### config.mk
export PLATFORM = sky130hd
export DESIGN_NAME = wab_fifo
export DESIGN_NICKNAME = d
export VERILOG_FILES = /design/src/rtl/core/wab_pkg.sv /design/src/rtl/core/wab_fifo.sv
export SDC_FILE = /design/constraint.sdc
export NUM_CORES = 1
export LEC_CHECK = 0
export ABC_AREA = 1
export BUFFER_PORTS_ARGS = -buffer_cell sky130_fd_sc_hd__buf_4
export CAP_MARGIN = 25
export CORE_AREA = 5 5 46 48
export CTS_CLUSTER_SIZE = 24
export DETAILED_ROUTE_END_ITERATION = 12
export DIE_AREA = 0 0 51 53
export PLACE_DENSITY_LB_ADDON = 0.1
export SETUP_SLACK_MARGIN = 0.5
export SYNTH_ARGS = -nofsm -noshare
export SYNTH_HDL_FRONTEND = slang
export SYNTH_SLANG_ARGS = --single-unit
### constraint.sdc
create_clock -name clk_i -period 1.9 [get_ports clk_i]
set_input_delay 0.475 -clock clk_i [delete_from_list [all_inputs] [get_ports clk_i]]
set_output_delay 0.475 -clock clk_i [all_outputs]
set_load 0.05 [all_outputs]
### src/rtl/core/wab_pkg.sv
// Shared definitions for the weighted average blend block.
// Holds the Q1.16 constants, the saturation helper, the back-end state type and
// the front-end status struct. Depends on nothing.
package wab_pkg;

  localparam int unsigned Q_W            = 17;
  localparam int unsigned Q_FRAC         = 16;
  localparam logic [16:0] Q_ONE          = 17'h10000;
  localparam int unsigned MAX_POINTS_DEF = 64;
  localparam int unsigned QUEUE_DEPTH    = 2;

  typedef enum logic [1:0] {
    BS_IDLE,
    BS_DIVIDE,
    BS_WALK
  } back_state_e;

  // Batch-end markers still travelling through the front pipeline.
  typedef struct packed {
    logic s1_last;
    logic s2_last;
  } front_stat_t;

  // Clamp a raw 17-bit code to the Q1.16 range 0..1.0.
  function automatic logic [16:0] sat_q(input logic [16:0] v);
    logic [16:0] r;
    r = (v > Q_ONE) ? Q_ONE : v;
    return r;
  endfunction

endpackage

### src/rtl/core/wab_fifo.sv
// Small register queue that carries batch descriptors from front to back.
// Depth comes from wab_pkg.
module wab_fifo
  import wab_pkg::*;
#(
  parameter int unsigned Width = 8
) (
  input  logic                               clk_i,
  input  logic                               rst_ni,
  input  logic                               push_i,
  input  logic [Width-1:0]                   data_i,
  input  logic                               pop_i,
  output logic                               valid_o,
  output logic [Width-1:0]                   data_o,
  output logic [$clog2(QUEUE_DEPTH+1)-1:0]   count_o
);

  localparam int unsigned PtrW = $clog2(QUEUE_DEPTH);
  localparam int unsigned CntW = $clog2(QUEUE_DEPTH + 1);

  logic [Width-1:0] mem_q [QUEUE_DEPTH];
  logic [PtrW-1:0]  wr_q, rd_q;
  logic [CntW-1:0]  cnt_q;
  logic             do_pop;

  assign do_pop = pop_i && (cnt_q != '0);

  always_ff @(posedge clk_i or negedge rst_ni) begin
    if (!rst_ni) begin
      wr_q  <= '0;
      rd_q  <= '0;
      cnt_q <= '0;
    end else begin
      if (push_i) begin
        wr_q <= wr_q + PtrW'(1);
      end
      if (do_pop) begin
        rd_q <= rd_q + PtrW'(1);
      end
      cnt_q <= cnt_q + CntW'(push_i) - CntW'(do_pop);
    end
  end

  always_ff @(posedge clk_i) begin
    if (push_i) begin
      mem_q[wr_q] <= data_i;
    end
  end

  assign valid_o = (cnt_q != '0);
  assign data_o  = mem_q[rd_q];
  assign count_o = cnt_q;

endmodule

==> Word-level counts from Yosys, hierarchy flattened <==
Memories as Yosys holds them, arrays and structs flattened.
Index checks and enable logic that the tools add are counted.
{ "classes": {"addsub": 4, "n_mul": 0, "n_div": 0, "order_cmp": 0, "eq_ne": 0, "shift": 0, "mux": 2, "n_bitwise": 0, "reduce_logical": 2} }
{ "ops": {"columns": ["operator", "n"], "rows": [
  ["adder 1 bit (second input constant)", 2],
  ["adder 2 x 1 -> 2 bit", 1],
  ["2-to-1 mux 1 bit", 2],
  ["nonzero test 2 bit", 1],
  ["subtractor 2 x 1 -> 2 bit", 1],
  ["logical AND 1 bit", 1]
]} }
{ "word_totals": {"regBits": 4, "latchBits": 0, "ram_bits": 16, "mem_bits_ro": 0, "input_bits": 12, "output_inout_bits": 11, "elab_cells": 12, "mem_count": 1} }
{ "mem_list": {"columns": ["memory", "words", "width", "rd", "rd_ports_with_merged_regs", "wr", "line", "source"], "rows": [
  ["mem_q", 2, 8, 1, 0, 1, "wab_fifo.sv:21", "logic [Width-1:0] mem_q [QUEUE_DEPTH];"]
]} }

==> Logic depth before layout (Yosys ltp) <==
{ "logic_depth": {"depth_word": 3, "depth_mapped": 10, "depth_no_buf": 10} }

==> Worst setup path after synthesis <==
OpenSTA, ideal clock, no wires.
{ "synth_path": {"path_type": "reg-to-reg", "from": "register cnt_q[1] (netlist: count_o[1])", "to": "register cnt_q[1] (netlist: count_o[1])", "setup_time_ps": 116, "t_arrival_ps": 1581, "required_ps": 1784, "setup_slack_ps": 202, "stages_incl_launch_ff": 11, "path_buffers": 0, "period_less_slack_ps": 1698, "cell_sequence": "dfrtp_1 -> inv_2 -> nand2_4 -> nand2_1 -> inv_1 -> ha_1 -> inv_1 -> ha_1 -> inv_1 -> nand2_1 -> nand2_1"} }
{ "synth_via": {"elab_chain_len": 3, "elab_cells_between_ends": 4, "classes_between": "2 x add/sub; 2 x reduce/logical"} }
{ "synth_rtl": {"columns": ["item", "line", "source"], "rows": [
  ["start: declaration", "wab_fifo.sv:23", "logic [CntW-1:0] cnt_q;"],
  ["start signal: assignment", "wab_fifo.sv:40", "cnt_q <= cnt_q + CntW'(push_i) - CntW'(do_pop);"],
  ["nonzero test 2 bit", null, null],
  ["named net valid_o", "wab_fifo.sv:13", "output logic valid_o,"],
  ["logical AND 1 bit", "wab_fifo.sv:26", "assign do_pop = pop_i && (cnt_q != '0);"],
  ["named net do_pop", "wab_fifo.sv:24", "logic do_pop;"],
  ["subtractor 2 x 1 -> 2 bit", "wab_fifo.sv:40", null]
]} }
The timed path passes the listed nets, and every way through them passes these cells.
A chain may end at the register's enable or synchronous reset.

==> Worst setup path in the final report <==
{ "layout_path": {"from": "register rd_q", "to": "output port data_o[3]"} }
{ "layout_via": {"elab_chain_len": 1} }
{ "layout_rtl": {"columns": ["item", "line", "source"], "rows": [
  ["start: declaration", "wab_fifo.sv:22", "logic [PtrW-1:0] wr_q, rd_q;"],
  ["start signal: assignment", "wab_fifo.sv:38", "rd_q <= rd_q + PtrW'(1);"],
  ["memory (2 x 8 bit)", null, null],
  ["end: declaration", "wab_fifo.sv:14", "output logic [Width-1:0] data_o,"]
]} }
Every way passes these cells.

==> results.toml <==
[worst_setup_path]
path_max_fanout = 5
cp.arrival_ns = 1.22
critPathRequiredTime_ns = 1.42
slowest_stage = "dfrtp_2"
worstReg2RegEnd = "count_o[1]$_DFF_PN0_"
max_stage_delay_ns = 0.50
cp_common_cell = "nand2_2"
crit_chain = "buf_6, nand2_2, nand2_2, buf_8"
path_class = "reg2out"
ff2ff_path_depth = 10
r2r-start = "count_o[0]$_DFF_PN0_"
crit_path_end_kind = "output pin"
worst_setup_path_start_kind = "flop"
r2r_slack_ns = 0.54

[grt]
overflow = 0
grt_pass1_vias = 586
grt_pass1_wl_um = 2570
grt_max_degree = 13
grtUsageTotal_pct = 13.5
antenna_found_initial = 0

[routing]
ant_nets = 0
routedWlPerCell_um = 14.9
drtIter0Drc = 7
vias = 609
wirelength_um = 1860
drc = 0
drt_first_pass_iters = 4
viasPerCell = 4.87

[layout]
diodes = 0
num-nets-final = 123
fin_area_um2 = 1350
area_growth_syn_to_layout_pct = 63.9
drive_above_1_share_pct = 63.0

[die]
row_count = 15
core-area_um2 = 1670
die_y_um = 53
start_util_pct = 49.1
die_area_um2 = 2700
io_pins = 23
dieWidth_um = 51

[sta]
tightest_slew_ns = 0.334
timing.fmax_mhz = 589
min_period_ns = 1.70
slew_viol_final = 0
setup_tns_ns = 0
fin_skew_ns = 0.00581
setup_violations = 0
hold_viol = 0
grt_setup_unrepaired = "true"
max-slew-margin-rel_pct = 77.7
post-route-period-util_pct = 89.4

[logic_synthesis]
synth_edf_count = 16
ys_types = 13
seq_area_frac_synth_pct = 70.7
syn_area_per_cell_um2 = 11.7
yosys.area.top_type = "edfxtp_1"
yosysTopAreaCellShare_pct = 58.5
syn_nets = 84
ys_ff_latch = 20
synth_common_cells = "33 x nand2_1, 16 x edfxtp_1, 6 x inv_1, 4 x dfrtp_1"
synthArstFlopShare_pct = 20.0
ys_top_cells_by_area = "edfxtp_1 59%, nand2_1 15%, dfrtp_1 12%"
synth_top_flop_cell = "edfxtp_1"
netlist_instances = 70
syn-cell-area_um2 = 821
synth.most_common_cell = "nand2_1"
yosys_warnings = 0

[place]
post-dp-hpwl_um = 1060
placed_area_um2 = 1040
portBuffers = 22
gp_congestion = 0.668

[clock_tree]
clock_latency_ns = 0.31
cts_buffer_depth = 2
cts_buffers = 3
htree_levels = 1
path_clk_slew_ns = 0.12
root_buffer = "clkbuf_4"
clock_sinks = 20
cts_tree = "yes"

[power_and_ir_drop]
peakVddDrop_mv = 1.11
p_leak_nw = 0.602
power_density_nw_per_um2 = 1980
totalPowerFinal_w = 0.00266

[worst_hold_path]
hold_class = "in2reg"
min_to = "mem_q[0][5]$_DFFE_PP_"
whs_path_depth = 1
min_from = "data_i[5]"

[status]
status = "completed"

[flow_run]
maxCapViolCount = 0
-- routing by layer --
layer | GRT usage, % | routed length, um | vias to the layer above
li1 | - | - | 298
met1 | 16.0 | 778 | 289
met2 | 22.7 | 984 | 20
met3 | 3.38 | 79 | 2
met4 | 6.73 | 17 | 0
met5 | 0 | 0 | -
-- cells by family (layout without fill, tap and decap cells) --
logic type    after synthesis  in the layout  synth area share [%]
simple gates               37             37                  18.7
flops                      20             20                  70.7
buf+inv                    10             48                  6.40
fa+ha+maj                   2              2                  3.05
xor+xnor                    1              1                  1.07
-- what timing repair did --
action / 4_1_cts / 5_1_grt
setup buffers: 5 / 6
setup endpoints to repair: 12 / 12
resized for setup: 35 / 10
hold buffers: 1 / 0
pin swaps: 11 / 5
hold endpoints to repair: 4 / 0
-- worst max path at each step --
stage / from / endpoint / slack, ns
after CTS: rd_q$_DFFE_PN0P_ / data_o[0] / 0.21
after global routing: rd_q$_DFFE_PN0P_ / data_o[3] / 0.16
final: rd_q$_DFFE_PN0P_ / data_o[3] / 0.20
after global placement: rd_q$_DFFE_PN0P_ / data_o[6] / 0.43
after detailed placement: rd_q$_DFFE_PN0P_ / data_o[6] / 0.40
after floorplan: count_o[1]$_DFF_PN0_ / count_o[1]$_DFF_PN0_ / 0.37
-- report_power, final --
part | leakage [nW] | internal (W) | switching (W)
logic | 0.380 | 0.000707 | 0.000912
registers | 0.194 | 0.000603 | 0.0000901
clock network | 0.0279 | 0.000213 | 0.000138
total | 0.602 | 0.00152 | 0.00114
-- stage by stage --
stage,util (%),cells,hold WS (ns),setup slack (ns)
global route,80.5,125,0.323,0.158
detailed placement,62.4,109,0.279,0.403
global placement,62.4,109,0.276,0.426
floorplan,-,70,0.179,0.371
finish,80.5,125,0.341,0.201
CTS,75.7,119,0.338,0.205
-- cell usage in the layout, fill, tap and decap left out, drive strengths merged --
cell         netlist  routed
dlygate4sd3        0       1
nand2             34      34
edfxtp            16      16
xor2               1       1
bufinv             0       1
buf                1      34
dfrtp              4       4
nand3              2       2
ha                 2       2
nor2               1       1
inv                9       9
clkbuf             0       3
-- critical path: cells and delay by family, from the launching register on --
| family | cells | cell delay [ns] |
|---|---|---|
| buf+inv | 2 | 0.30 |
| simple gates | 2 | 0.11 |
| flops | 1 | 0.50 |
-- registers in the layout, indices dropped and copies added, names as in the netlist --
| signal | cells |
|---|---|
| count_o | 2 |
| rd_q | 1 |
| mem_q | 16 |
| wr_q | 1 |
-- layout make-up --
class / count / area [um^2]
clock inverter: 1 / 30.0
multi-input combinational: 40 / 272
timing repair buffer: 35 / 367
clock buffer: 3 / 22.5
fill: 98 / 325
inverter: 9 / 48.8
sequential: 20 / 584
tap: 17 / 21.3
No activity file was read; power rests on OpenSTA's default activity.
