**src/rtl/core/wab_pkg.sv**
```systemverilog
// Shared definitions for the weighted average blend block.
// Holds the Q1.16 constants, the saturation helper, the back-end state type and
// the front-end status struct. Depends on nothing.
package wab_pkg;

  localparam int unsigned Q_W            = 17;
  localparam int unsigned Q_FRAC         = 16;
  localparam logic [16:0] Q_ONE          = 17'h10000;
  localparam int unsigned MAX_POINTS_DEF = 64;
  localparam int unsigned QUEUE_DEPTH    = 2;

  typedef enum logic [1:0] {
    BS_IDLE,
    BS_DIVIDE,
    BS_WALK
  } back_state_e;

  // Batch-end markers still travelling through the front pipeline.
  typedef struct packed {
    logic s1_last;
    logic s2_last;
  } front_stat_t;

  // Clamp a raw 17-bit code to the Q1.16 range 0..1.0.
  function automatic logic [16:0] sat_q(input logic [16:0] v);
    logic [16:0] r;
    r = (v > Q_ONE) ? Q_ONE : v;
    return r;
  endfunction

endpackage

```
**src/rtl/core/wab_front.sv**
```systemverilog
// Front end: saturates and stores incoming points, forms the weight products
// and running sums, and closes a batch into a descriptor. Uses wab_pkg.
module wab_front
  import wab_pkg::*;
#(
  parameter int unsigned MaxPoints = MAX_POINTS_DEF,
  localparam int unsigned L     = $clog2(MaxPoints),
  localparam int unsigned IdxW  = (L > 0) ? L : 1,
  localparam int unsigned AddrW = IdxW + 1,
  localparam int unsigned DataW = 2 * Q_W + 1,
  localparam int unsigned CntW  = $clog2(MaxPoints + 1),
  localparam int unsigned SumW  = 33 + L,
  localparam int unsigned TotW  = 17 + L,
  localparam int unsigned DescW = 1 + CntW + SumW + TotW
) (
  input  logic                 clk_i,
  input  logic                 rst_ni,
  input  logic                 accept_i,
  input  logic [Q_W-1:0]       point_weight_i,
  input  logic                 has_weight_i,
  input  logic [Q_W-1:0]       influence_i,
  input  logic                 last_point_i,
  output logic                 ram_we_o,
  output logic [AddrW-1:0]     ram_waddr_o,
  output logic [DataW-1:0]     ram_wdata_o,
  output logic                 push_o,
  output logic [DescW-1:0]     desc_o,
  output front_stat_t          stat_o
);

  localparam int unsigned ProdW = 2 * Q_W;

  logic             s1_v_q, s1_last_q, s1_has_q;
  logic [Q_W-1:0]   s1_w_q, s1_infl_q;
  logic             s2_v_q, s2_last_q, s2_has_q;
  logic [Q_W-1:0]   s2_w_q, s2_infl_q;
  logic [ProdW-1:0] s2_prod_q;
  logic [CntW-1:0]  count_q, count_d;
  logic [SumW-1:0]  wsum_q, wsum_d;
  logic [TotW-1:0]  itot_q, itot_d;
  logic             bank_q, bank_d;
  logic             stored;
  logic [CntW-1:0]  count_inc;
  logic [SumW-1:0]  wsum_add;
  logic [TotW-1:0]  itot_add;

  always_comb begin
    stored    = s2_v_q && (count_q < CntW'(MaxPoints));
    count_inc = count_q + CntW'(stored);
    wsum_add  = wsum_q + (stored ? SumW'(s2_prod_q) : '0);
    itot_add  = itot_q + ((stored && s2_has_q) ? TotW'(s2_infl_q) : '0);
    push_o    = s2_v_q && s2_last_q;
    desc_o    = {bank_q, count_inc, wsum_add, itot_add};
    count_d   = count_inc;
    wsum_d    = wsum_add;
    itot_d    = itot_add;
    bank_d    = bank_q;
    if (push_o) begin
      count_d = '0;
      wsum_d  = '0;
      itot_d  = '0;
      bank_d  = ~bank_q;
    end
  end

  always_ff @(posedge clk_i or negedge rst_ni) begin
    if (!rst_ni) begin
      s1_v_q  <= 1'b0;
      s2_v_q  <= 1'b0;
      count_q <= '0;
      wsum_q  <= '0;
      itot_q  <= '0;
      bank_q  <= 1'b0;
    end else begin
      s1_v_q  <= accept_i;
      s2_v_q  <= s1_v_q;
      count_q <= count_d;
      wsum_q  <= wsum_d;
      itot_q  <= itot_d;
      bank_q  <= bank_d;
    end
  end

  always_ff @(posedge clk_i) begin
    if (accept_i) begin
      s1_w_q    <= sat_q(point_weight_i);
      s1_infl_q <= sat_q(influence_i);
      s1_has_q  <= has_weight_i;
      s1_last_q <= last_point_i;
    end
    if (s1_v_q) begin
      s2_w_q    <= s1_w_q;
      s2_infl_q <= s1_infl_q;
      s2_has_q  <= s1_has_q;
      s2_last_q <= s1_last_q;
      s2_prod_q <= s1_has_q ? (ProdW'(s1_w_q) * ProdW'(s1_infl_q)) : '0;
    end
  end

  assign ram_we_o       = stored;
  assign ram_waddr_o    = {bank_q, count_q[IdxW-1:0]};
  assign ram_wdata_o    = {s2_has_q, s2_infl_q, s2_w_q};
  assign stat_o.s1_last = s1_v_q && s1_last_q;
  assign stat_o.s2_last = s2_v_q && s2_last_q;

endmodule

```
**config.mk**
```make
export PLATFORM = sky130hd
export DESIGN_NAME = wab_front
export DESIGN_NICKNAME = d
export VERILOG_FILES = /design/src/rtl/core/wab_pkg.sv /design/src/rtl/core/wab_front.sv
export SDC_FILE = /design/constraint.sdc
export NUM_CORES = 1
export LEC_CHECK = 0
export ABC_AREA = 1
export BUFFER_PORTS_ARGS = -buffer_cell sky130_fd_sc_hd__buf_2
export CORE_MARGIN = 8
export CORE_UTILIZATION = 45
export DETAILED_ROUTE_END_ITERATION = 12
export GPL_TIMING_DRIVEN = 0
export PLACE_DENSITY = 0.62
export SLEW_MARGIN = 20
export SYNTH_ARGS = -nofsm -noshare
export SYNTH_HDL_FRONTEND = slang
export SYNTH_SLANG_ARGS = --single-unit
```
**constraint.sdc**
```tcl
create_clock -name clk_i -period 5.1 [get_ports clk_i]
set_clock_uncertainty 0.15 [all_clocks]
set_input_delay 0.51 -clock clk_i [delete_from_list [all_inputs] [get_ports clk_i]]
set_output_delay 0.51 -clock clk_i [all_outputs]
set_load 0.005 [all_outputs]
```
Word level (Yosys, flattened, before mapping)
Index checks and enable logic that the tools add are counted.
- reductions and logical operators: 4
- $lt $le $gt $ge: 3
- multiply operators: 1
- bitwise operators: 1
- muxes and demuxes: 5
- add/subtract/negate cells: 3
- operators with widths (kind ; number):
    adder 39 x 34 -> 39 bit ; 1
    2-to-1 mux 39 bit ; 1
    greater-than comparator 17 bit, second input constant ; 2
    multiplier 17 x 17 -> 34 bit ; 1
    2-to-1 mux 34 bit ; 1
    adder 23 x 17 -> 23 bit ; 1
    2-to-1 mux 23 bit ; 1
    2-to-1 mux 17 bit ; 1
    adder 7 x 1 -> 7 bit ; 1
    < comparator 7 bit, second input constant ; 1
    2-to-1 mux 7 bit ; 1
    logical AND 1 bit ; 4
    inverter 1 bit ; 1
- bits of input ports: 39
- register bits after elaboration: 178
- output and inout bits: 116
- logic and storage cells: 32

Logic depth before layout (Yosys ltp)
- word-level depth: 6
- depth in mapped cells: 28
- depth with buffers taken out: 26

Worst setup path before layout
No wires, ideal clock.
- path type: reg2reg
- from: register s1_infl_q[8]
- to: register s2_prod_q[27], data pin
- stages on the path, launching flop included: 23
- clock period less this slack: 5.632 ns
- required time: 4.697 ns
- slack: -0.532 ns
- data arrival time: 5.229 ns
- library setup time: 0.253 ns
- buffers on the path: 2
- cell sequence: edfxtp_1 clkbuf_1 clkbuf_1 nand2_1 fa_1 inv_1 fa_1 fa_1 fa_1 fa_1 inv_1 fa_1 inv_1 ha_1 nand2_1 nor2_1 inv_1 nor3_1 nand3_1 nand3_1 nand2_1 nand2_1 nor2_1
- word-level cells in the longest chain between the ends: 1
- ends and longest elaborated chain (element ; line ; source):
    start: declaration ; wab_front.sv:34 ; logic [Q_W-1:0] s1_w_q, s1_infl_q;
    start signal: assignment ; wab_front.sv:87 ; s1_infl_q <= sat_q(influence_i);
    multiplier 17 x 17 -> 34 bit ; wab_front.sv:96 ; s2_prod_q <= s1_has_q ? (ProdW'(s1_w_q) * ProdW'(s1_infl_q)) : '0;
    end signal: assignment ; wab_front.sv:96 ;
    end: declaration ; wab_front.sv:37 ; logic [ProdW-1:0] s2_prod_q;
Every way passes these cells.
A chain may end at the register's enable or synchronous reset.

Final worst setup path
- from: register s1_infl_q[5]
- to: register s2_prod_q[33], data pin
The elaborated chain is that of the path after synthesis.

==> summary.md <==
| Metric | Value |
|---|---|
| Measured slew at the worst slew-check pin | `0.8965 ns` |
| Worst setup margin | `-0.5130 ns` |
| Relative slew slack | `40.23%` |
| Die area | `about 0.053 mm²` |
| Clock tree buffer depth | `2` |
| Mapped cell area | `~0.021 mm²` |
| Vias per cell | `roughly 5` |
| DP Area | `0.02282 mm²` |
| Net count, final | `3474` |
| Largest net degree at the start of global routing | `45` |
| Worst R2R End | `s2_prod_q[33]` |
| Cells after Synth | `approximately 2800` |
| FP Rows | `just under 80` |
| Vias in the first global route | `~19000` |
| Critical path startpoint | `s1_infl_q[5]` |
| Register bit total from synthesis | `~180` |
| Fin area | `around 0.025 mm²` |
| RePlAce Congestion | `about 0.94` |
| Unrepaired setup endpoints after global routing | `yes` |
| Initial DRC Count | `approximately 1100` |
| Min-delay worst type | `input pin to flip-flop` |
| Final Hold Fails | `0` |
| Period utilisation layout | `110.1%` |
| Slew Limit Fails | `0` |
| DRT antenna net count | `0` |
| Clock Tree Root | `clkbuf_16` |
| Die Y | `about 230 µm` |
| Yosys warns | `0` |
| Post-layout util | `~56%` |
| Worst hold slack | `about 0.06 ns` |
| Crit path max fanout | `8` |
| Crit path to | `s2_prod_q[33]` |
| DRT Pass-1 Iters | `5` |
| Worst setup EP type | `flip-flop` |
| Total GRT Usage | `a little under a quarter` |
| MaxCap Viol Count | `0` |
| Most common cell on crit path | `fa_1` |
| Commonest non-fill, non-tap cell in the layout | `inv_1` |
| Antenna cells | `0` |
| Via count | `18050` |
| CP Data Required Time | `5.18 ns` |
| I/O pin total | `around 160` |
| Most frequent cells in the layout | `inv_1 (715), nand2_1 (684), nor2_1 (253)` |
| Initial Util | `between 40% and 50%` |
| # port buffers | `~150` |
| Share of layout cells above drive strength 1 | `around a fifth` |
| Post-route DRC | `0` |
| R2R Setup Slk | `-0.51 ns` |
| Initial antenna violation count | `0` |
| Maximum clock frequency | `about 180 MHz` |
| Setup violations, final | `22` |
| Worst-Skew Late Latency | `~0.48 ns` |
| Reg clk slew, reported paths | `approximately 0.070 ns` |
| Status | `finished with violations` |
| Synth cell types | `36` |
| Setup_tns | `-8.733 ns` |
| Largest stage delay, worst path | `about 0.54 ns` |
| Async SR Flop Fraction | `40.45%` |
| Mean area per synthesized cell | `between 7 and 8 µm²` |
| Critical register-to-register path startpoint | `s1_infl_q[5]` |
| Cells along the critical path | `buf_8, clkbuf_16, nand2_4, inv_2, fa_1, inv_1, fa_2, fa_1, fa_1, inv_1, fa_1, inv_1, fa_1, inv_2, ha_4, a21oi_4, o21ai_4, a21oi_2, nand2_4, nand2_1, nand3_1, nand2_1, nor2_2` |
| CP Buf/Inv Count | `7` |
| Minimum clock period | `5.613 ns` |
| CP Launch Type | `flip-flop` |
| Grt total ovfl | `0` |
| Delay-heaviest family, CP | `adder cells` |
| Top_reg_cell synth | `edfxtp_1` |
| Crit path depth | `23` |
| Final WL | `around 62000 µm` |
| Placeable Area | `0.04538 mm²` |
| CP arrival | `around 5.7 ns` |
| Sink Count | `178` |
| Violated checks | `setup timing` |
| Num CTS Buffers | `17` |
| Net Count, Synth | `about 3200` |
| CP max-delay cell | `fa_2` |
| Die outline width | `230.4 µm` |
| H-tree depth | `4` |
| EDFF count, synth | `106` |
| R2R cell count | `23` |
| First-pass GRT wire length | `100500 µm` |
| Area grow syn2layout | `23.05%` |
| CTS tree | `built` |
| CP Class | `flip-flop to flip-flop` |
| Sequential fraction of the synthesis area | `~24%` |
| Post-DP HPWL | `around 49000 µm` |
| Wire per inst | `17.00 µm` |
per-layer routing:
layer / up-vias / global-route usage (%) / wire length (µm)
li1: 8706 / - / -
met1: 8584 / 29.71 / 26180
met2: 611 / 39.74 / 28870
met3: 144 / 4.746 / 4148
met4: 0 / 11.68 / 3042
met5: - / 0 / 0
flip-flops by register name, indices dropped and copies added, names as in the netlist:
name	flops
s1_w_q	17
s2_infl_q	17
count_q	7
itot_q	23
s1_infl_q	17
bank_q	1
s2_w_q	17
s1_last_q	1
s1_v_q	1
s2_prod_q	34
s2_v_q	1
s2_has_q	1
s1_has_q	1
wsum_q	39
s2_last_q	1
cell usage after synthesis (11+ instances only):
library cell,n,area (µm²)
clkbuf_1,84,315.3
xnor2_1,22,192.7
dfrtp_1,72,1802
nor2_1,276,1036
edfxtp_1,106,3183
nor3_1,26,130.1
a21oi_1,101,505.5
nand2_1,732,2748
fa_1,226,4524
nand3_1,66,330.3
o21ai_0,49,245.2
nand4_1,13,81.33
ha_1,161,2014
and2_1,11,68.82
xor2_1,12,105.1
inv_1,754,2830
logic make-up (layout without fill, tap and decap cells):
kind of cell    after synthesis  in the layout  synth area share (%)
compound gates              170            170                 4.367
xor+xnor                     38             38                 1.754
fa+ha+maj                   387            387                 31.61
buf+inv                     851           1128                 15.62
flops                       178            178                 24.10
simple gates               1160           1160                 22.55
worst reg2reg max path: cells and delay by family (launching register included):
kind,cells,cell delay (ns)
fa+ha+maj,7,3.25
buf+inv,7,0.61
compound gates,3,0.50
simple gates,6,0.48
flops,1,0.42
metrics by stage:
step / std cells / setup WS (ns)
finish: 3661 / -0.5130
global route: 3661 / -0.7077
CTS: 3643 / -0.4719
detailed placement: 3540 / -1.064
global placement: 3538 / -1.058
floorplan: 2784 / -0.1026
final cells by class:
type / instances / area (µm²)
plain buffers: 90 / 1159
repair buffers: 251 / 1648
well taps: 600 / 750.7
clock buffers: 18 / 429.2
clock inverters: 14 / 127.6
inverters: 755 / 2841
flip-flops and latches: 178 / 4989
fillers: 4254 / 19930
multi-input cells: 1755 / 13510
worst min path at each step:
| stage | start | end | slack, ns | cells past startpoint |
|---|---|---|---|---|
| after floorplan | rst_ni | bank_q | 0.06 | 0 |
| after global placement | s1_last_q | s2_last_q | 0.28 | 0 |
| after detailed placement | s1_last_q | s2_last_q | 0.28 | 0 |
| after CTS | last_point_i | s1_last_q | 0.01 | 1 |
| after global routing | last_point_i | s1_last_q | 0.05 | 1 |
| final | last_point_i | s1_last_q | 0.06 | 1 |
what timing repair did:
action                                 CTS  global route
endpoints found under the hold margin   43             0
resized for setup                      196           129
cloned                                   2             0
buffers inserted                        74            18
pin swaps                               61            50
setup endpoints to repair               25            25
hold buffers                             1             0
Power is left out: the tool's default activity adds up to more than one toggle a clock period on the data nets, which glitch-free logic cannot reach.
