## config.mk

```make
export PLATFORM = sky130hd
export DESIGN_NAME = wab_ram
export DESIGN_NICKNAME = d
export VERILOG_FILES = /design/src/rtl/core/wab_ram.sv
export SDC_FILE = /design/constraint.sdc
export NUM_CORES = 1
export LEC_CHECK = 0
export CORE_UTILIZATION = 50
export DETAILED_ROUTE_END_ITERATION = 7
export DONT_BUFFER_PORTS = 1
export PLACE_DENSITY_LB_ADDON = 0.3
export SETUP_SLACK_MARGIN = 0.4
export SLEW_MARGIN = 0
export SYNTH_ARGS = -nofsm -noshare
export SYNTH_HDL_FRONTEND = slang
export SYNTH_SLANG_ARGS = --single-unit
```

## constraint.sdc

```tcl
create_clock -name clk_i -period 4.1 [get_ports clk_i]
set_input_delay 0 -clock clk_i [delete_from_list [all_inputs] [get_ports clk_i]]
set_output_delay 0 -clock clk_i [all_outputs]
set_load 0.01 [all_outputs]
```

## src/rtl/core/wab_ram.sv

```systemverilog
// Generic single-write, single-read RAM with a registered read port.
// Depends on nothing.
module wab_ram #(
  parameter int unsigned Width = 8,
  parameter int unsigned Depth = 16
) (
  input  logic                     clk_i,
  input  logic                     we_i,
  input  logic [$clog2(Depth)-1:0] waddr_i,
  input  logic [Width-1:0]         wdata_i,
  input  logic [$clog2(Depth)-1:0] raddr_i,
  output logic [Width-1:0]         rdata_o
);

  logic [Width-1:0] mem_q [Depth];
  logic [Width-1:0] rdata_q;

  always_ff @(posedge clk_i) begin
    if (we_i) begin
      mem_q[waddr_i] <= wdata_i;
    end
    rdata_q <= mem_q[raddr_i];
  end

  assign rdata_o = rdata_q;

endmodule

```

# Word-level counts from Yosys, hierarchy flattened
# Memory sizes are Yosys's and may differ from the RTL's. A register that Yosys moved wholly into a read port is not among the register bits.
# Cells that the tools add are included.
# word_totals
reg_bits	0
mem_bits_rw	128
input_bits	18
output_inout_bits	8
word_cells	3
mem_count	1
# mem_list
name	words	width	rd	rd_clocked_by_memory_dff	write_ports	line_no	text
mem_q	16	8	1	1	1	15	logic [Width-1:0] mem_q [Depth];
# op_classes
n_mux	2
# ops
op	n
2-to-1 mux 1 bit	2

# Longest topological paths before layout
# Gate-level depths: netlist of run 1.
# logic_depth
depth_word	2
mapped_depth	5
ltp_nobuf	3

# Worst setup path before layout of run 1
# No wires, ideal clock.
# synth_timing
path_type	input-to-reg
startpoint	input waddr_i[2]
endpoint	memory mem_q[0][0] (enable)
setup_ns	0.383
arrival_ns	1.110
required_ns	3.717
slack_ns	2.607
stages	2
n_path_buf	0
path_cell_list	or3b_2 -> nor3_1
# synth_rtl
item	line_no	text
start, declared	9	input logic [$clog2(Depth)-1:0] waddr_i,
end, declared	15	
# No word-level cell before the write port.

==> flow_metrics.tcl, run 1 <==
set metrics [dict create \
    outcome "finished clean" \
    reg2reg_slack_ns 1.27 \
    finalSetupTns_ns 0 \
    drive_gt1_share_pct 19.71 \
    critical_path_class "reg -> reg" \
    synthCells 229 \
    grt_start_max_net_pins 33 \
    power.total_mw 3.144 \
    r2r_end "rdata_o[2]" \
    worst_pin_slew_ns 1.124 \
    arrival_ns 3.24 \
    fp-row-count 36 \
    root_buffer "clkbuf_8" \
    pwr_density_cell_nw_per_um2 521.0 \
    io_pins 26 \
    port_buffers 0 \
    required_ns 4.51 \
    min_to "rdata_o[5]" \
    cp_slowest_stage_delay_ns 0.56 \
    slew_headroom_pct 24.47 \
    syn_to_final_growth_pct 17.23 \
    cts_buffer_depth 2 \
    drt-pass1-iter-count 4 \
    peakVddDrop_mv 0.4069 \
    crit_path_start_kind "register" \
    fmax_ghz 0.3529 \
    reg2reg_depth 6 \
    path_clk_slew_ns 0.06 \
    cp_slowest_cell "dlygate4sd3_1" \
    crit_top_cell "dlygate4sd3_1" \
    yosysTopAreaCell "edfxtp_1" \
    ys_seq_area_share_pct 77.78 \
    rsz0062_at_grt "false" \
    regArea_um2 4004 \
    timing.final.crit_share_pct 69.11 \
    synth_area_um2 5147 \
    numPlacedInstances 355 \
    crit_buf_inv 3 \
    cts_tree "done" \
    min_from "raddr_i[2]" \
    cts_setup_buffers 0 \
    route.vias.total 2377 \
    fin_crit_ns 2.834 \
    dp_hpwl_mm 5.585 \
    p_leak_nw 1.964 \
    numCtsBuffers 17 \
    grt_overflow 0 \
    critical_path.max_fanout 1 \
    die_h_um 103.5 \
    cp-end-kind "register" \
    multi_input_area_um2 1057 \
    drv_cap 0 \
    design.final.nets 279 \
    drcViolationCount 0 \
    final_util_pct 61.17 \
    synth_top_area_share_pct 74.67 \
    syn_area_per_cell_um2 22.48 \
    grt_pass1_vias 2378 \
    slew_viol_final 0 \
    vias_per_cell 5.840 \
    synth_cell_type_count 19 \
    grt_use_total_pct 20.59 \
    routed_wl_mm 9.725 \
    critPathTopFamily "buffers and inverters" \
    gp_congestion 0.7834 \
    clock_sinks 136 \
    grt_pass1_wl_mm 14.41 \
    wl_per_cell_um 23.89 \
    fin_cells 407 \
    rr_startpoint "mem_q[8][2]" \
    syn_nets 247 \
    fill_cells 681 \
    final_antenna_net_count 0 \
    clk_latency_ns 0.52 \
    ys_ff_latch 136 \
    worstHoldPathCells 3 \
    setup_viol 0 \
    n_antenna_cell 0 \
    hp-class "in -> reg" \
    coreArea_um2 9864 \
    fp.dieW_um 103.5 \
    crit_chain "mux4_1, dlygate4sd3_1, a22oi_1, dlygate4sd3_1, nand2_1, dlygate4sd3_1" \
    synthTopCellsByArea "edfxtp_1 (75%), mux4_2 (7.9%), mux4_1 (7.1%)" \
    antenna_found_initial 0 \
    start_util_pct 52.18 \
    drt_iter0_markers 219 \
    finalHoldViolations 0 \
    yosysWarnings 0 \
    die-area_um2 10710 \
    fin_worst_skew_ns 0.008587 \
    htreeDepth 4 \
]
## per-stage QoR
step	hold WS [ns]	area (um^2)	setup WS, ns
6_report	0.01566	6035	1.266
5_1_grt	0.04050	6035	1.089
4_1_cts	0.0008629	6035	1.265
2_1_floorplan	0.09887	5147	2.607
3_3_place_gp	0.09953	5250	2.438
3_5_place_dp	0.09952	5250	2.371
## cell families after synthesis
| kind of cell | count (synthesis) | synth area share (%) |
|---|---|---|
| mux | 32 | 15.02 |
| buf+inv | 10 | 1.677 |
| simple gates | 35 | 3.184 |
| flops | 136 | 77.78 |
| compound gates | 16 | 2.334 |
## flip-flops by register name, summed over array words and instances, names as in the netlist
signal	cells
rdata_o	8
mem_q	128
## synthesized netlist by cell type
| master | n |
|---|---|
| edfxtp_1 | 128 |
| mux4_2 | 18 |
| a22oi_1 | 16 |
| mux4_1 | 14 |
| nor2_1 | 13 |
| nand2_1 | 9 |
| dfxtp_1 | 8 |
| nor3_1 | 4 |
| buf_2 | 3 |
| buf_6 | 3 |
| clkdlybuf4s25_2 | 3 |
| nand2b_1 | 2 |
| nand3b_1 | 2 |
| and2_1 | 1 |
| and2b_1 | 1 |
| buf_4 | 1 |
| nand3_1 | 1 |
| nor2b_1 | 1 |
| or3b_2 | 1 |
## worst max path at each step
stage / from / end / cells after the start
finish: mem_q[8][2] / rdata_o[2] / 6
global placement: waddr_i[2] / mem_q[0][4] / 2
global route: mem_q[8][2] / rdata_o[2] / 6
CTS: mem_q[8][2] / rdata_o[2] / 6
floorplan: waddr_i[2] / mem_q[0][0] / 2
detailed placement: waddr_i[2] / mem_q[0][6] / 2
## power breakdown
part           internal, mW  switching, mW
clock network         0.864          0.579
registers              1.56         0.0130
logic                0.0601         0.0721
total                  2.48          0.664
## what timing repair did
action,in CTS,in global routing
hold endpoints to repair,192,0
hold buffers,20,0
resized for setup,0,0
## per-layer routing
layer,GRT usage (%),wire length (um),vias up
met4,7.909,179,0
li1,-,-,1040
met3,6.048,648,12
met5,0,0,-
met2,30.21,4618,88
met1,29.60,4279,1237
## worst reg2reg max path: cells and delay by family, from the launching register on
family	cells	cell delay [ns]
buf+inv	3	1.67
mux	1	0.47
flops	1	0.35
compound gates	1	0.17
simple gates	1	0.05
## layout by cell type, fill, tap and decap left out
cell type / instances
a22oi_1: 16
and2_1: 1
and2b_1: 1
buf_12: 2
buf_4: 3
bufinv_16: 2
clkbuf_16: 16
clkbuf_8: 1
clkinv_1: 2
clkinv_2: 2
clkinvlp_4: 5
dfxtp_1: 8
dlygate4sd3_1: 18
edfxtp_1: 128
inv_6: 4
mux4_1: 14
mux4_2: 18
nand2_1: 9
nand2b_1: 2
nand3_1: 1
nand3b_1: 2
nor2_1: 13
nor2b_1: 1
nor3_1: 4
or3b_2: 1
## area by class of cell
class                           instances  share of cell area, %
Tap cell                              133                  2.758
Timing Repair Buffer                   23                  4.022
Sequential cell                       136                  66.35
Clock inverter                         15                  2.488
Multi-Input combinational cell         83                  17.52
Clock buffer                           17                  6.863
Power figures use the tool's default switching activity.
==> run 2, diff against run 1 <==
Clock period 4.1 ns to 2.7 ns, I/O delays scaled along.
==> flow_metrics.tcl, run 2 (synthesis gave the netlist of run 1 again) <==
set metrics [dict create \
    largest_reg_flops 128 \
    clk_latency_ns 0.52 \
    grt_use_met2_pct 33.01 \
    grt_busiest_layer "met2" \
    syn_to_final_growth_pct 17.57 \
    fin_crit_ns 1.797 \
    layout_common_cells "edfxtp_1 (128), mux4_2 (18), dlygate4sd3_1 (17)" \
    vias_per_cell 5.816 \
    hold_ws_ns 0.01861 \
    internal_power_mw 3.851 \
    p_leak_nw 1.990 \
    dp_hpwl_mm 5.644 \
    grt_pass1_wl_mm 14.55 \
    required_ns 3.10 \
    crit_path_start_kind "register" \
    root_buffer "clkbuf_8" \
    gp_congestion 0.7857 \
    coreArea_um2 9864 \
    pwr_density_cell_nw_per_um2 798.3 \
    critical_path.max_fanout 1 \
    wl_per_cell_um 24.43 \
    final_cell_area_um2 6052 \
    final_common_cell "edfxtp_1" \
    slew_viol_final 0 \
    regMostFlops "mem_q" \
    path_clk_slew_ns 0.06 \
    postCtsResizedCells 0 \
    fin_worst_skew_ns 0.006614 \
    drt_iter0_markers 132 \
    hp-class "in -> reg" \
    design.final.nets 279 \
    final_antenna_net_count 0 \
    antenna_found_initial 0 \
    finalHoldViolations 0 \
    setup_viol 0 \
    drcViolationCount 0 \
    place_area_um2 5258 \
    critical_path_class "reg -> reg" \
    routed_wl_mm 9.942 \
    numCtsBuffers 17 \
    clock_sinks 136 \
    die_h_um 103.5 \
    fp.dieW_um 103.5 \
    htreeDepth 4 \
    grt_pass1_vias 2451 \
    port_buffers 0 \
    grt_overflow 0 \
    rsz0062_at_grt "false" \
    start_util_pct 52.18 \
    drive_gt1_share_pct 19.34 \
    slew_headroom_pct 38.19 \
    route.vias.total 2367 \
    cts_setup_buffers 0 \
    drv_cap 0 \
    peakVddDrop_mv 0.3972 \
    finalSetupTns_ns 0 \
    met3_usage_pct 4.637 \
    fill_cells 689 \
    seqPwrFrac_pct 49.3 \
    cp-end-kind "register" \
    cts_tree "done" \
    power_frac_comb_pct 4.2 \
    timing.final.crit_share_pct 66.56 \
    fp-row-count 36 \
    worst_pin_slew_ns 0.9237 \
    drt-pass1-iter-count 4 \
    outcome "finished clean" \
    io_pins 26 \
    die-area_um2 10710 \
    arrival_ns 2.20 \
    grtUsageMet1_pct 28.63 \
    grt_use_total_pct 21.05 \
    p_sw_share_pct 20.30 \
    p_switching_uw 980.7 \
    cts_buffer_depth 2 \
    n_antenna_cell 0 \
    clockPowerShare_pct 46.5 \
    grt_start_max_net_pins 33 \
    fmax_ghz 0.5565 \
]
## run 2: layout make-up
| cell class | instances | area [um^2] | area share [%] |
|---|---|---|---|
| Clock inverter | 13 | 155.1 | 2.564 |
| Sequential cell | 136 | 4004 | 66.16 |
| Multi-Input combinational cell | 83 | 1057 | 17.47 |
| Clock buffer | 19 | 421.7 | 6.967 |
| Timing Repair Buffer | 23 | 247.7 | 4.093 |
| Tap cell | 133 | 166.4 | 2.750 |
## run 2: metal layers
layer	vias up	wire length, um
met3	21	662
met4	0	227
met5	-	0
met1	1225	4202
met2	83	4849
li1	1038	-
## run 2: path summary, 6_finish.rpt
check / from / to / slack [ns] / cells past startpoint
setup reg to reg: mem_q[9][3] / rdata_o[3] / 0.90 / 4
setup / recovery: mem_q[9][3] / rdata_o[3] / 0.90 / 4
hold / removal: raddr_i[1] / rdata_o[3] / 0.02 / 4
hold reg to reg: mem_q[12][3] / rdata_o[3] / 0.67 / 3
## run 2: power by group through the flow
stage	Combinational, mW	Clock (mW)	Sequential, mW
after CTS	0.204	2.27	2.38
final	0.202	2.25	2.38
after floorplan	0.120	0	2.42
after detailed placement	0.125	0	2.43
after global routing	0.218	2.35	2.39
after global placement	0.124	0	2.42
## run 2: repair_timing
action                                 in CTS  in global routing
setup endpoints to repair                   0                  0
hold buffers                               19                  0
endpoints found under the hold margin     192                  0
## run 2: per-stage QoR
| step | util [%] | cells | setup slack [ns] | power, mW |
|---|---|---|---|---|
| 4_1_cts | 61.35 | 407 | 0.9066 | 4.854 |
| 2_1_floorplan | - | 229 | 1.207 | 2.541 |
| 3_5_place_dp | 53.30 | 356 | 1.158 | 2.553 |
| 5_1_grt | 61.35 | 407 | 0.8245 | 4.951 |
| 6_report | 61.35 | 407 | 0.9030 | 4.832 |
| 3_3_place_gp | 53.30 | 356 | 1.210 | 2.549 |
## run 2: critical path, stage by stage, from the launching register on
cell and delay [ns]:
edfxtp_1 0.37, mux4_1 0.49, dlygate4sd3_1 0.57, a22oi_1 0.18
nand2_1 0.07
==> run 3, diff against run 2 <==
Settings changed: ABC_AREA set to 1.
Clock period 2.7 ns to 1.7 ns, I/O delays scaled along.
==> flow_metrics.tcl, run 3 <==
set metrics [dict create \
    p_sw_share_pct 21.23 \
    final_cell_area_um2 6629 \
    p_switching_mw 1.657 \
    clock_sinks 136 \
    syn_nets 569 \
    dp_hpwl_mm 7.466 \
    synth_top_area_share_pct 66.65 \
    port_buffers 0 \
    drt_iter0_markers 212 \
    grt_pass1_wl_mm 20.69 \
    worst_pin_slew_ns 0.8080 \
    antenna_found_initial 0 \
    wl_per_cell_um 18.13 \
    fin_cells 726 \
    drcViolationCount 0 \
    critical_path_class "in -> reg" \
    n_antenna_cell 0 \
    grt_use_met2_pct 42.45 \
    outcome "finished clean" \
    internal_power_mw 6.151 \
    fp-row-count 38 \
    ys_seq_area_share_pct 69.43 \
    final_util_pct 60.10 \
    timing.final.crit_share_pct 69.52 \
    die_h_um 109.4 \
    pwr_density_cell_nw_per_um2 1178 \
    coreArea_um2 11030 \
    synth_flop_cell "edfxtp_1" \
    synth_top_family_by_area "simple AND/OR/NAND/NOR gates" \
    start_util_pct 52.28 \
    setup_viol 0 \
    fp.dieW_um 109.4 \
    r2r_end "rdata_o[1]" \
    synthTopCellsByArea "edfxtp_1 (67%), nand2_1 (11%), nand3_1 (8.4%)" \
    clk_latency_ns 0.41 \
    path_clk_slew_ns 0.05 \
    power.total_mw 7.809 \
    critical_path.max_fanout 16 \
    synth_compound_area_share_pct 0 \
    cts_buffer_depth 2 \
    synth_cell_type_count 12 \
    drt-pass1-iter-count 6 \
    fin_worst_skew_ns 0.004695 \
    finalSetupTns_ns 0 \
    yosysTopAreaCell "edfxtp_1" \
    final_antenna_net_count 0 \
    power_frac_comb_pct 5.3 \
    regMostFlops "mem_q" \
    fmax_ghz 0.8461 \
    numCtsBuffers 17 \
    crit_path_end "rdata_o[1]" \
    route.vias.total 3778 \
    synthCells 551 \
    vias_per_cell 5.204 \
    final_common_cell "nand2_1" \
    fin_crit_ns 1.182 \
    finalHoldViolations 0 \
    grt_busiest_layer "met2" \
    cts_tree "done" \
    largest_reg_flops 128 \
    layout_common_cells "nand2_1 (173), edfxtp_1 (128), inv_1 (100)" \
    met3_usage_pct 5.039 \
    root_buffer "clkbuf_16" \
    yosysMostFrequentCell "nand2_1" \
    synthArstFlopShare_pct 0 \
    drv_cap 0 \
    yosys-top-cells-count "nand2_1 (173), edfxtp_1 (128), inv_1 (100), nand3_1 (97), nor2_1 (17)" \
    yosysWarnings 0 \
    numPlacedInstances 681 \
    seqPwrFrac_pct 48.6 \
    ys_ff_latch 136 \
    cts_setup_buffers 0 \
    required_ns 2.01 \
    syn_to_final_growth_pct 14.95 \
    rsz0062_at_grt "false" \
    synthMuxAreaShare_pct 0 \
    grtUsageMet1_pct 31.22 \
    rr_startpoint "mem_q[7][1]" \
    grt_start_max_net_pins 65 \
    cts_hold_buf 13 \
    postCtsResizedCells 0 \
    synth_area_um2 5767 \
    grt_pass1_vias 3778 \
    clockPowerShare_pct 46.1 \
    die-area_um2 11970 \
    peakVddDrop_mv 0.7237 \
    design.final.nets 591 \
    p_leak_nw 2.837 \
    arrival_ns 1.49 \
    gp_congestion 0.8641 \
    crit_path_start_kind "input port" \
    syn_area_per_cell_um2 10.47 \
    routed_wl_mm 13.16 \
    drive_gt1_share_pct 8.020 \
    reg2reg_depth 6 \
    htreeDepth 4 \
    cp-end-kind "register" \
    slew_viol_final 0 \
    synthAdderAreaFrac_pct 0 \
    io_pins 26 \
    grt_overflow 0 \
    synth-xor-area-share_pct 0 \
    place_area_um2 5893 \
    synth_edf_count 128 \
    critPathLaunch "raddr_i[2]" \
    grt_use_total_pct 24.94 \
    synthSimpleGateAreaFrac_pct 21.05 \
    hp-class "in -> reg" \
    slew_headroom_pct 45.95 \
    reg2reg_slack_ns 0.64 \
]
## run 3: worst min path at each step
stage | start | endpoint | cells past startpoint
2_1_floorplan | wdata_i[0] | mem_q[0][0] | 0
3_3_place_gp | wdata_i[4] | mem_q[2][4] | 0
3_5_place_dp | wdata_i[4] | mem_q[3][4] | 0
4_1_cts | raddr_i[0] | rdata_o[4] | 5
5_1_grt | raddr_i[0] | rdata_o[0] | 5
6_report | raddr_i[0] | rdata_o[6] | 5
## run 3: per-layer routing
metal,wire [um],vias to the layer above,share of wire [%]
met5,0,-,0
met4,218,0,1.7
met3,907,17,6.9
met2,6744,140,51
met1,5291,1803,40
li1,-,1818,-
## run 3: kinds of logic (layout without fill, tap and decap cells)
| family | count (synthesis) | after routing |
|---|---|---|
| simple gates | 289 | 289 |
| flops | 136 | 136 |
| buf+inv | 126 | 161 |
## run 3: area by class of cell
type	count	area, um^2
Tap cell	140	175.2
Fill cell	877	4402
Timing Repair Buffer	27	267.8
Sequential cell	136	4004
Inverter	102	382.9
Clock buffer	17	425.4
Multi-Input combinational cell	289	1214
Clock inverter	15	160.2
## run 3: critical path: stages
cell,delay (ns)
dlygate4sd3_1,0.99
nand3_1,0.26
nand3_1,0.17
nand2_1,0.06
## run 3: per-stage QoR
step,hold slack [ns],setup WS (ns)
final,0.006211,0.5182
after global routing,0.01762,0.4836
after CTS,0.001273,0.5611
after detailed placement,0.09992,0.5218
after global placement,0.09984,0.5983
after floorplan,0.09887,0.7492
## run 3: power groups by stage
stage | clock network (mW) | logic [mW] | registers [mW]
final | 3.60 | 0.413 | 3.79
after global routing | 3.79 | 0.458 | 3.80
after CTS | 3.64 | 0.416 | 3.79
after detailed placement | 0 | 0.290 | 3.86
after global placement | 0 | 0.283 | 3.86
after floorplan | 0 | 0.264 | 3.85
